`config.mk`:
```
export PLATFORM = sky130hd
export DESIGN_NAME = source_text_tokenizer
export DESIGN_NICKNAME = d
export VERILOG_FILES = /design/src/stt_pkg.sv /design/src/source_text_tokenizer.sv
export SDC_FILE = /design/constraint.sdc
export NUM_CORES = 1
export LEC_CHECK = 0
export BUFFER_PORTS_ARGS = -buffer_cell sky130_fd_sc_hd__buf_2
export CORE_MARGIN = 5
export CORE_UTILIZATION = 36
export DETAILED_ROUTE_END_ITERATION = 10
export PLACE_DENSITY = 0.48
export SLEW_MARGIN = 10
export SYNTH_ARGS = -nofsm -noshare
export SYNTH_HDL_FRONTEND = slang
export SYNTH_SLANG_ARGS = --single-unit
```
`constraint.sdc`:
```
create_clock -name clk -period 8.13 [get_ports clk]
set_clock_uncertainty 0.2 [all_clocks]
set_input_delay 0.4065 -clock clk [delete_from_list [all_inputs] [get_ports clk]]
set_output_delay 0.4065 -clock clk [all_outputs]
set_load 0.01 [all_outputs]
```
`src/stt_pkg.sv`:
```
// ----------------------------------------------------------------------------
// stt_pkg
// Types and character codes shared by the source text tokenizer.
// ----------------------------------------------------------------------------
package stt_pkg;

  typedef enum logic [3:0] {
    M_IDLE    = 4'd0,
    M_NAME    = 4'd1,
    M_NUM     = 4'd2,
    M_DQ      = 4'd3,
    M_SQ      = 4'd4,
    M_DQ_ESC  = 4'd5,
    M_SQ_ESC  = 4'd6,
    M_EQ      = 4'd7,
    M_SLASH   = 4'd8,
    M_COMMENT = 4'd9
  } mode_t;

  typedef enum logic [3:0] {
    K_NAME       = 4'd0,
    K_NUMBER     = 4'd1,
    K_STRING     = 4'd2,
    K_NOT        = 4'd3,
    K_LPAREN     = 4'd4,
    K_RPAREN     = 4'd5,
    K_OPERATOR   = 4'd6,
    K_COMMA      = 4'd7,
    K_DOT        = 4'd8,
    K_COMPARISON = 4'd9
  } kind_t;

  // one result item
  typedef struct packed {
    kind_t      kind;
    logic [7:0] ch;
    logic       valid;
    logic       first;
    logic       last;
  } res_t;

  // lexer state plus the results of one byte
  typedef struct packed {
    mode_t           mode;
    logic [7:0]      held;
    logic            held_valid;
    logic            started;
    res_t [1:0]      res;
    logic [1:0]      cnt;
  } lex_t;

  localparam int unsigned MAX_RES = 2;
  localparam int unsigned QDEPTH  = 4;
  localparam int unsigned QAW     = $clog2(QDEPTH);

  localparam logic [7:0] CH_NL     = 8'h0A;
  localparam logic [7:0] CH_BANG   = 8'h21;
  localparam logic [7:0] CH_DQUOTE = 8'h22;
  localparam logic [7:0] CH_SQUOTE = 8'h27;
  localparam logic [7:0] CH_LPAREN = 8'h28;
  localparam logic [7:0] CH_RPAREN = 8'h29;
  localparam logic [7:0] CH_STAR   = 8'h2A;
  localparam logic [7:0] CH_PLUS   = 8'h2B;
  localparam logic [7:0] CH_COMMA  = 8'h2C;
  localparam logic [7:0] CH_MINUS  = 8'h2D;
  localparam logic [7:0] CH_DOT    = 8'h2E;
  localparam logic [7:0] CH_SLASH  = 8'h2F;
  localparam logic [7:0] CH_LT     = 8'h3C;
  localparam logic [7:0] CH_EQ     = 8'h3D;
  localparam logic [7:0] CH_GT     = 8'h3E;
  localparam logic [7:0] CH_BSLASH = 8'h5C;
  localparam logic [7:0] CH_UNDER  = 8'h5F;

  function automatic logic is_letter(input logic [7:0] b);
    return (b >= 8'h41 && b <= 8'h5A) || (b >= 8'h61 && b <= 8'h7A) || b == CH_UNDER;
  endfunction

  function automatic logic is_digit(input logic [7:0] b);
    return b >= 8'h30 && b <= 8'h39;
  endfunction

endpackage

```
`src/source_text_tokenizer.sv`:
```
// ----------------------------------------------------------------------------
// source_text_tokenizer
// Streaming lexer: one source byte in, token characters out with class and
// first / last marks.
// ----------------------------------------------------------------------------
// A byte is taken in every cycle while the four-entry result queue has room
// for two results; the whole transition for the byte, including its one byte
// of lookahead, is worked out in that cycle and its results are written to the
// queue in the cycle after. The single result port drains one result per cycle
// while out_ready is high, so a stream whose bytes each give at most one result
// runs at one byte per cycle, and bytes that give two results (a closed token
// followed by punctuation, or '==') fill the queue faster than it drains.
module source_text_tokenizer
  import stt_pkg::*;
(
  input  logic       clk,
  input  logic       rst_n,
  input  logic       in_valid,
  output logic       in_ready,
  input  logic [7:0] in_char_byte,
  input  logic       in_end_of_buffer,
  output logic       out_valid,
  input  logic       out_ready,
  output logic [3:0] out_token_kind,
  output logic [7:0] out_token_char,
  output logic       out_char_valid,
  output logic       out_token_first,
  output logic       out_token_last
);

  function automatic lex_t f_put(input lex_t s, input kind_t k, input logic [7:0] ch,
                                 input logic v, input logic f, input logic l);
    lex_t o;
    o = s;
    if (s.cnt < 2'(MAX_RES)) begin
      o.res[s.cnt[0]] = '{kind: k, ch: ch, valid: v, first: f, last: l};
      o.cnt = s.cnt + 2'd1;
    end
    return o;
  endfunction

  function automatic lex_t f_send_held(input lex_t s, input logic last);
    lex_t  o;
    kind_t k;
    o = s;
    case (s.mode)
      M_NAME:  k = K_NAME;
      M_NUM:   k = K_NUMBER;
      default: k = K_STRING;
    endcase
    if (s.held_valid) begin
      o = f_put(o, k, s.held, 1'b1, !s.started, last);
      o.started = 1'b1;
      o.held_valid = 1'b0;
    end
    return o;
  endfunction

  function automatic lex_t f_close_string(input lex_t s);
    lex_t o;
    o = s;
    if (s.held_valid) o = f_send_held(o, 1'b1);
    else o = f_put(o, K_STRING, 8'h00, 1'b0, 1'b1, 1'b1);
    return o;
  endfunction

  function automatic lex_t f_go_idle(input lex_t s);
    lex_t o;
    o = s;
    o.mode = M_IDLE;
    o.held_valid = 1'b0;
    o.started = 1'b0;
    return o;
  endfunction

  function automatic lex_t f_hold(input lex_t s, input logic [7:0] b);
    lex_t o;
    o = s;
    o.held = b;
    o.held_valid = 1'b1;
    return o;
  endfunction

  function automatic lex_t f_dispatch(input lex_t s, input logic [7:0] b);
    lex_t o;
    o = f_go_idle(s);
    if (is_letter(b)) begin
      o.mode = M_NAME;
      o = f_hold(o, b);
    end else if (is_digit(b)) begin
      o.mode = M_NUM;
      o = f_hold(o, b);
    end else begin
      case (b)
        CH_BANG:   o = f_put(o, K_NOT, b, 1'b1, 1'b1, 1'b1);
        CH_DQUOTE: o.mode = M_DQ;
        CH_SQUOTE: o.mode = M_SQ;
        CH_LPAREN: o = f_put(o, K_LPAREN, b, 1'b1, 1'b1, 1'b1);
        CH_RPAREN: o = f_put(o, K_RPAREN, b, 1'b1, 1'b1, 1'b1);
        CH_STAR, CH_PLUS, CH_MINUS: o = f_put(o, K_OPERATOR, b, 1'b1, 1'b1, 1'b1);
        CH_COMMA:  o = f_put(o, K_COMMA, b, 1'b1, 1'b1, 1'b1);
        CH_DOT:    o = f_put(o, K_DOT, b, 1'b1, 1'b1, 1'b1);
        CH_LT, CH_GT: o = f_put(o, K_COMPARISON, b, 1'b1, 1'b1, 1'b1);
        CH_EQ:     o.mode = M_EQ;
        CH_SLASH:  o.mode = M_SLASH;
        default:   o = o;
      endcase
    end
    return o;
  endfunction

  function automatic lex_t f_string(input lex_t s, input logic [7:0] b,
                                    input logic [7:0] quote, input mode_t esc);
    lex_t o;
    o = s;
    if (b == quote) begin
      o = f_close_string(o);
      o = f_go_idle(o);
    end else begin
      o = f_send_held(o, 1'b0);
      o = f_hold(o, b);
      if (b == CH_BSLASH) o.mode = esc;
    end
    return o;
  endfunction

  mode_t      mode_r, mode_nxt;
  logic [7:0] held_r, held_nxt;
  logic       held_valid_r, held_valid_nxt;
  logic       started_r, started_nxt;

  res_t             q_r [QDEPTH];
  logic [QAW-1:0]   wr_ptr_r, rd_ptr_r;
  logic [QAW:0]     count_r, count_nxt;

  lex_t       st;
  logic       accept, pop;
  logic [1:0] push_cnt;

  always_comb begin
    st = '{mode: mode_r, held: held_r, held_valid: held_valid_r, started: started_r,
           res: '0, cnt: 2'd0};
    case (mode_r)
      M_NAME: begin
        if (is_letter(in_char_byte) || is_digit(in_char_byte)) begin
          st = f_send_held(st, 1'b0);
          st = f_hold(st, in_char_byte);
        end else begin
          st = f_send_held(st, 1'b1);
          st = f_dispatch(st, in_char_byte);
        end
      end
      M_NUM: begin
        if (is_digit(in_char_byte)) begin
          st = f_send_held(st, 1'b0);
          st = f_hold(st, in_char_byte);
        end else begin
          st = f_send_held(st, 1'b1);
          st = f_dispatch(st, in_char_byte);
        end
      end
      M_DQ: st = f_string(st, in_char_byte, CH_DQUOTE, M_DQ_ESC);
      M_SQ: st = f_string(st, in_char_byte, CH_SQUOTE, M_SQ_ESC);
      M_DQ_ESC, M_SQ_ESC: begin
        st = f_send_held(st, 1'b0);
        st = f_hold(st, in_char_byte);
        st.mode = (mode_r == M_DQ_ESC) ? M_DQ : M_SQ;
      end
      M_EQ: begin
        if (in_char_byte == CH_EQ) begin
          st = f_put(st, K_COMPARISON, CH_EQ, 1'b1, 1'b1, 1'b0);
          st = f_put(st, K_COMPARISON, CH_EQ, 1'b1, 1'b0, 1'b1);
          st = f_go_idle(st);
        end else begin
          st = f_put(st, K_OPERATOR, CH_EQ, 1'b1, 1'b1, 1'b1);
          st = f_dispatch(st, in_char_byte);
        end
      end
      M_SLASH: begin
        if (in_char_byte == CH_SLASH) begin
          st = f_go_idle(st);
          st.mode = M_COMMENT;
        end else begin
          st = f_put(st, K_OPERATOR, CH_SLASH, 1'b1, 1'b1, 1'b1);
          st = f_dispatch(st, in_char_byte);
        end
      end
      M_COMMENT: begin
        if (in_char_byte == CH_NL) st = f_go_idle(st);
      end
      default: st = f_dispatch(st, in_char_byte);
    endcase

    // close any open name, number, string or pending '=' at the end of the buffer; a pending '/' is dropped
    if (in_end_of_buffer) begin
      case (st.mode)
        M_NAME, M_NUM: st = f_send_held(st, 1'b1);
        M_DQ, M_SQ, M_DQ_ESC, M_SQ_ESC: st = f_close_string(st);
        M_EQ: st = f_put(st, K_OPERATOR, CH_EQ, 1'b1, 1'b1, 1'b1);
        default: st = st;
      endcase
      st = f_go_idle(st);
    end
  end

  // room for the worst case of two results
  assign in_ready  = count_r <= (QAW+1)'(QDEPTH - MAX_RES);
  assign accept    = in_valid && in_ready;
  assign out_valid = count_r != '0;
  assign pop       = out_valid && out_ready;
  assign push_cnt  = accept ? st.cnt : 2'd0;

  always_comb begin
    mode_nxt       = mode_r;
    held_nxt       = held_r;
    held_valid_nxt = held_valid_r;
    started_nxt    = started_r;
    if (accept) begin
      mode_nxt       = st.mode;
      held_nxt       = st.held;
      held_valid_nxt = st.held_valid;
      started_nxt    = st.started;
    end
    count_nxt = count_r + (QAW+1)'(push_cnt) - (QAW+1)'(pop);
  end

  always_ff @(posedge clk) begin
    if (!rst_n) begin
      mode_r       <= M_IDLE;
      held_r       <= 8'h00;
      held_valid_r <= 1'b0;
      started_r    <= 1'b0;
      wr_ptr_r     <= '0;
      rd_ptr_r     <= '0;
      count_r      <= '0;
    end else begin
      mode_r       <= mode_nxt;
      held_r       <= held_nxt;
      held_valid_r <= held_valid_nxt;
      started_r    <= started_nxt;
      wr_ptr_r     <= wr_ptr_r + QAW'(push_cnt);
      rd_ptr_r     <= rd_ptr_r + QAW'(pop);
      count_r      <= count_nxt;
    end
  end

  always_ff @(posedge clk) begin
    if (push_cnt != 2'd0) q_r[wr_ptr_r] <= st.res[0];
    if (push_cnt == 2'd2) q_r[wr_ptr_r + QAW'(1)] <= st.res[1];
  end

  assign out_token_kind  = q_r[rd_ptr_r].kind;
  assign out_token_char  = q_r[rd_ptr_r].ch;
  assign out_char_valid  = q_r[rd_ptr_r].valid;
  assign out_token_first = q_r[rd_ptr_r].first;
  assign out_token_last  = q_r[rd_ptr_r].last;

  a_queue_bound: assert property (@(posedge clk) disable iff (!rst_n)
    count_r <= (QAW+1)'(QDEPTH))
    else $error("result queue overfilled");

  a_queue_count: assert property (@(posedge clk) disable iff (!rst_n)
    1'b1 |=> count_r == $past(count_r) + (QAW+1)'($past(push_cnt)) - (QAW+1)'($past(pop)))
    else $error("result queue count out of step");

  a_idle_empty: assert property (@(posedge clk) disable iff (!rst_n)
    (mode_r == M_IDLE || mode_r == M_EQ || mode_r == M_SLASH || mode_r == M_COMMENT)
    |-> (!held_valid_r && !started_r))
    else $error("character held outside a token");

  a_escape_held: assert property (@(posedge clk) disable iff (!rst_n)
    (mode_r == M_DQ_ESC || mode_r == M_SQ_ESC) |-> (held_valid_r && held_r == CH_BSLASH))
    else $error("escape mode without a held backslash");

  a_eob_idle: assert property (@(posedge clk) disable iff (!rst_n)
    (accept && in_end_of_buffer) |=> (mode_r == M_IDLE && !held_valid_r))
    else $error("lexer not idle after end of buffer");

endmodule
```
==> impl_metrics.csv, run 1 <==
group,metric,value,unit
sta,tightest_slew,0.948,ns
clock_network,cts_post_setup_buffers_inserted,0,
route,drt.antenna.violating_nets,0,
sta,hold_violations,0,
power_and_ir_drop,p_switching,0.000370,W
power_and_ir_drop,intPower,0.000845,W
setup_path,r2r_end,"count_r[2]$_SDFF_PN0_",
job,drv_cap,0,
sta,setup_slack,3.07,ns
route,drc,0,
power_and_ir_drop,p_per_area,189,mW/mm^2
grt,grt_max_degree,30,
place,gp_congestion,0.928,
grt,grt_pass1_wl,29000,um
final_layout,syn_to_final_growth,9.62,%
setup_path,critPathKind,"reg -> reg",
synthesis,ys_ff_latch,81,
final_layout,design_area,0.00643,mm^2
grt,track_usage,0.201,
setup_path,critPathMaxFanout,24,
place,pre_cts_slack,3.10,ns
route,drt_first_pass_iters,6,
clock_network,cts_tree,"done",
die,die-height,138,um
die,fp.dieW,138,um
grt,grt_pass1_vias,4966,
sta,post-route-min-period,5.06,ns
sta,tns,0,ns
die,fp-row-count,46,
synthesis,ys_warn_count,0,
clock_network,postCtsHoldBufs,0,
clock_network,cts-root-buf,"clkbuf_16",
power_and_ir_drop,clockPowerShare,0.346,
power_and_ir_drop,comb_power_share,0.249,
die,ioPinCount,30,
place,place_area,0.00613,mm^2
synthesis,postSynth.asyncResetShare,0,
clock_network,cts_sinks,81,
die,start_util,0.368,
sta,fin_crit_sh,0.622,
hold_path,hold_class,"in -> reg",
setup_path,end_kind,"register",
setup_path,rrSetupSlack,3.07,ns
setup_path,r2r_start,"mode_r[1]$_SDFFE_PN0P_",
setup_path,required,8.14,ns
clock_network,h-tree-depth,3,
sta,fmax,198,MHz
power_and_ir_drop,ir_drop,0.000101,V
synthesis,synth_area,0.00587,mm^2
setup_path,endpoint,"count_r[2]$_SDFF_PN0_",
setup_path,cp_data_arrival_time,5.07,ns
setup_path,crit_start,"mode_r[1]$_SDFFE_PN0P_",
power_and_ir_drop,pwr-share-seq,0.405,
synthesis,ys_types,86,
synthesis,syn_avg_cell_area,9.42,um^2
final_layout,nFillCells,1633,
clock_network,clkTransAtPathRegs,0.06,ns
sta,slew_violations,0,
route,wirelength,18500,um
sta,slew_headroom,0.363,
die,die_area,0.0190,mm^2
sta,rsz0062_at_grt,"no",
sta,setup_violations,0,
place,port_buffers,29,
power_and_ir_drop,swShare,0.305,
clock_network,cts_buffer_depth,2,
final_layout,num_antenna_cells,0,
place,post-dp-hpwl,13700,um
synthesis,synth_edf_count,60,
final_layout,drive_gt1_frac,0.158,
synthesis,synthCells,623,
clock_network,cts_buffers,9,
route,drt_iter0_markers,415,
grt,antenna_found_initial,0,
power_and_ir_drop,p_leak,2.34,nW
setup_path,r2r_cells,18,
setup_path,start_kind,"register",
grt,overflow,0,
clock_network,post_cts_resized,0,
route,vias,5038,
synthesis,yosysSeqAreaShare,0.379,
status,status,"complete, no violations",
route,vias_per_cell,5.93,
hold_path,hold_path_depth,2,
synthesis,synth_ff_type,"edfxtp_1",
final_layout,final_nets,650,
clock_network,clock_latency,0.34,ns
route,drt-wirelength-per-cell,21.8,um
die,core,0.0159,mm^2
synthesis,syn_nets,644,
power by group through the flow:
stage | logic, W | registers (W) | clock network (W)
2_1_floorplan | 0.000225 | 0.000487 | 0
3_3_place_gp | 0.000307 | 0.000500 | 0
3_5_place_dp | 0.000306 | 0.000501 | 0
4_1_cts | 0.000307 | 0.000492 | 0.000430
5_1_grt | 0.000337 | 0.000495 | 0.000447
6_report | 0.000303 | 0.000492 | 0.000420
final cells by class:
class                   count  area, um^2  area share
repair buffers             38         213      0.0331
clock buffers               9         225      0.0350
flip-flops and latches     81        2220       0.346
well taps                 216         270      0.0420
multi-input cells         482        3350       0.522
clock inverters             7        77.6      0.0121
inverters                  17        68.8      0.0107
worst max-delay path, cell delays in order, from the launching register on:
cell and delay (ns):
dfxtp_1 0.78, nor2b_1 0.60, nand3b_1 0.14, a21oi_1 0.35
nor2_1 0.20, a21o_1 0.37, ha_1 0.36, inv_1 0.09
a211oi_1 0.07, a21o_1 0.19, or2_2 0.29, ha_1 0.29
inv_1 0.06, ha_1 0.13, inv_1 0.05, fa_1 0.37
xnor2_1 0.17, xnor2_1 0.13, nor2_1 0.06
stage by stage:
step | utilization | hold slack (ns) | cells | total power [W]
floorplan | - | 0.254 | 623 | 0.000712
global placement | 0.384 | 0.260 | 834 | 0.000807
detailed placement | 0.384 | 0.276 | 834 | 0.000807
CTS | 0.403 | 0.146 | 850 | 0.00123
global route | 0.403 | 0.162 | 850 | 0.00128
finish | 0.403 | 0.158 | 850 | 0.00121
placed cells by master, fill, tap and decap left out, types with 11 or more instances in the layout:
cell,Yosys,routed
a21oi_1,63,63
and2_1,12,12
buf_2,9,29
dfxtp_1,21,21
edfxtp_1,60,60
inv_1,15,15
mux2i_1,40,40
mux4_2,15,15
nand2_1,48,48
nand2b_1,11,11
nor2_1,61,61
nor3_1,15,14
o21ai_0,43,41
worst min-delay path by stage:
stage                                      start  slack (ns)                      to
after floorplan           held_r[7]$_SDFFE_PN0P_        0.25  held_r[7]$_SDFFE_PN0P_
after global placement    held_r[6]$_SDFFE_PN0P_        0.26  held_r[6]$_SDFFE_PN0P_
after detailed placement  held_r[6]$_SDFFE_PN0P_        0.28  held_r[6]$_SDFFE_PN0P_
after CTS                                  rst_n        0.15  held_r[2]$_SDFFE_PN0P_
after global routing                       rst_n        0.16   count_r[0]$_SDFF_PN0_
final                                      rst_n        0.16  rd_ptr_r[0]$_SDFF_PN0_
logic make-up after synthesis:
family / share of synthesized area
AOI/OAI and AO/OA: 0.214
xor gates and xnor gates: 0.00896
adders and majority gates: 0.0183
buffers and inverters: 0.0514
DFF: 0.379
muxes: 0.141
and+or+nand+nor: 0.187
metal layers:
layer,up-vias,GRT usage,routed length [um],share of wire
met5,-,0,0,0
met4,0,0.0593,430,0.023
met3,32,0.0365,1130,0.061
met2,190,0.326,8590,0.46
met1,2443,0.275,8370,0.45
li1,2373,-,-,-
state kept, by name, summed over array words and instances, names as in the netlist:
| register | cells |
|---|---|
| mode_r | 4 |
| held_valid_r | 1 |
| started_r | 1 |
| q_r | 60 |
| rd_ptr_r | 2 |
| count_r | 3 |
| held_r | 8 |
| wr_ptr_r | 2 |
Yosys cell counts (all sizes together), types with 4 or more instances:
master | number | area share
a21oi | 69 | 0.065
nor2 | 62 | 0.040
edfxtp | 60 | 0.31
nand2 | 48 | 0.031
o21ai | 44 | 0.038
mux2i | 40 | 0.068
buf | 22 | 0.026
clkbuf | 21 | 0.013
dfxtp | 21 | 0.072
inv | 16 | 0.011
nor3 | 16 | 0.015
mux4 | 15 | 0.058
and2 | 14 | 0.015
nand2b | 11 | 0.012
nand3 | 11 | 0.010
a21o | 8 | 0.012
a22oi | 8 | 0.010
mux2 | 8 | 0.015
nor2b | 8 | 0.0085
ha | 7 | 0.015
o21a | 6 | 0.0077
o22ai | 6 | 0.0064
or3 | 6 | 0.0064
a21boi | 5 | 0.0064
a221oi | 5 | 0.0075
and3 | 5 | 0.0053
o211ai | 5 | 0.0064
a31oi | 4 | 0.0043
nand3b | 4 | 0.0051
or2 | 4 | 0.0043
xnor2 | 4 | 0.0060
No activity file was read; power rests on OpenSTA's default activity.
==> run 2, diff against run 1 <==
clock period = 5.1 ns   (was 8.13 ns; I/O delays follow)
==> run 2 against run 1 <==
Against the previous run: cell area is 2.4% higher; combinational power up 63%; setup slack worse by 2.6 ns; sequential power rose by 59%; flip-flop and latch count did not move; count of clock-buffer cells in the layout is 1 higher; largest cell class unchanged; maximum frequency increased by 9.1%; register-to-register slack got worse by 2.6 ns; core utilization increased by 0.96 points.
==> impl_metrics.csv, run 2 (synthesized netlist as in run 1, its figures left out) <==
group,metric,value,unit
route,drt-wirelength-per-cell,21.8,um
setup_path,critPathKind,"reg -> reg",
final_layout,syn_to_final_growth,12.2,%
setup_path,critPathMaxFanout,18,
power_and_ir_drop,pwr-share-seq,0.409,
die,ioPinCount,30,
grt,grt_pass1_wl,29300,um
clock_network,cts_buffer_depth,2,
sta,post-route-min-period,4.64,ns
final_layout,top_register,"q_r",
power_and_ir_drop,ir_drop,0.000177,V
grt,grt_pass1_vias,4953,
final_layout,num_antenna_cells,0,
route,drt_iter0_markers,585,
final_layout,multiInputGateArea,0.00335,mm^2
sta,tns,0,ns
sta,slew_headroom,0.408,
sta,slew_violations,0,
final_layout,final_nets,673,
final_layout,regArea,0.00222,mm^2
die,die_area,0.0190,mm^2
hold_path,hold_class,"in -> reg",
power_and_ir_drop,intPower,0.00134,W
die,die-height,138,um
sta,tightest_slew,0.886,ns
final_layout,nFillCells,1639,
route,drt_first_pass_iters,5,
sta,rsz0062_at_grt,"no",
die,fp-row-count,46,
die,core,0.0159,mm^2
die,fp.dieW,138,um
route,drt.antenna.violating_nets,0,
sta,fin_crit_sh,0.910,
clock_network,cts_buffers,9,
setup_path,end_kind,"register",
setup_path,required,5.12,ns
grt,antenna_found_initial,0,
route,drc,0,
place,port_buffers,29,
clock_network,clkTransAtPathRegs,0.06,ns
grt,overflow,0,
power_and_ir_drop,swShare,0.298,
sta,setup_violations,0,
power_and_ir_drop,p_switching,0.000569,W
final_layout,drive_gt1_frac,0.186,
power_and_ir_drop,p_leak,2.46,nW
route,vias_per_cell,5.94,
setup_path,start_kind,"register",
sta,hold_violations,0,
final_layout,final_core_utilization,0.413,
setup_path,cp_data_arrival_time,4.66,ns
clock_network,cts_tree,"done",
clock_network,cts_sinks,81,
grt,track_usage,0.207,
power_and_ir_drop,totalPowerFinal,0.00191,W
final_layout,final_cell_mix,"63 x a21oi_1, 61 x nor2_1, 60 x edfxtp_1, 48 x nand2_1, 41 x o21ai_0",
sta,fmax,216,MHz
grt,grt_max_degree,30,
final_layout,fin_cells,872,
final_layout,final_common_cell,"a21oi_1",
route,wirelength,19000,um
place,dp.cells,856,
clock_network,cts-root-buf,"clkbuf_16",
die,start_util,0.368,
place,post-dp-hpwl,14000,um
route,vias,5178,
power_and_ir_drop,clockPowerShare,0.333,
place,gp_congestion,0.948,
job,drv_cap,0,
power_and_ir_drop,p_per_area,291,mW/mm^2
final_layout,largest_reg_flops,60,
sta,setup_slack,0.461,ns
status,status,"complete, no violations",
clock_network,h-tree-depth,3,
clock_network,clock_latency,0.35,ns
power_and_ir_drop,comb_power_share,0.258,
place,pre_cts_slack,0.333,ns
final_layout,largestRegisters,"q_r (60), held_r (8), mode_r (4)",
-- run 2: changes by cell type in the layout (fill, tap and decap cells not counted) --
cell,delta
dlygate4sd3_1,+1
clkinv_2,+2
inv_8,-1
clkbuf_1,+1
dfxtp_1,-1
clkinv_1,-1
nor3_2,+1
dfxtp_2,+1
buf_4,+22
nor3_4,-1
clkinvlp_4,-1
inv_6,-1
-- run 2: stage by stage --
stage,area [um^2],hold WS [ns]
3_5_place_dp,6290,0.273
2_1_floorplan,5870,0.177
4_1_cts,6580,0.0481
6_report,6580,0.0734
3_3_place_gp,6290,0.262
5_1_grt,6580,0.0750
-- run 2: repair_timing --
action,CTS,global route
hold endpoints to repair,3,0
setup buffers,0,0
hold buffers,1,0
gates resized for setup,0,1
setup endpoints to repair,0,1
-- run 2: metal layers --
| metal | global-route usage | share of wire | up-vias |
|---|---|---|---|
| met5 | 0 | 0 | - |
| met2 | 0.324 | 0.46 | 229 |
| met1 | 0.287 | 0.45 | 2510 |
| met4 | 0.0837 | 0.028 | 0 |
| li1 | - | - | 2401 |
| met3 | 0.0296 | 0.062 | 38 |
-- run 2: power groups by stage --
stage	clock network (W)	registers (W)	logic [W]
5_1_grt	0.000685	0.000787	0.000546
3_5_place_dp	0	0.000796	0.000498
4_1_cts	0.000654	0.000782	0.000501
2_1_floorplan	0	0.000776	0.000359
6_report	0.000637	0.000783	0.000493
3_3_place_gp	0	0.000795	0.000498
-- run 2: final timing paths --
check / end / depth (start not counted) / slack [ns] / start
max reg2reg: count_r[2]$_SDFF_PN0_ / 17 / 0.46 / mode_r[1]$_SDFFE_PN0P_
max: count_r[2]$_SDFF_PN0_ / 17 / 0.46 / mode_r[1]$_SDFFE_PN0P_
min: held_r[6]$_SDFFE_PN0P_ / 3 / 0.07 / in_char_byte[6]
min reg2reg: held_r[6]$_SDFFE_PN0P_ / 2 / 0.30 / held_r[6]$_SDFFE_PN0P_
-- run 2: area by class of cell --
| type | instances | area share |
|---|---|---|
| Multi-Input combinational cell | 482 | 0.509 |
| Clock inverter | 5 | 0.00855 |
| Inverter | 17 | 0.0105 |
| Clock buffer | 10 | 0.0348 |
| Sequential cell | 81 | 0.338 |
| Tap cell | 216 | 0.0410 |
| Timing Repair Buffer | 61 | 0.0589 |
-- run 2: worst max-delay path, stage by stage, from the launching register on --
cell and delay [ns]:
dfxtp_1 0.70, or4b_1 0.30, a21oi_1 0.10, or3_1 0.43, o21ai_0 0.23, and3_1 0.35, a21oi_1 0.12, o21ai_0 0.51
a21o_1 0.23, or2_2 0.12, ha_1 0.22, inv_1 0.05, ha_1 0.13, inv_1 0.04, fa_1 0.37, xnor2_1 0.19
xnor2_1 0.15, nor2_1 0.06
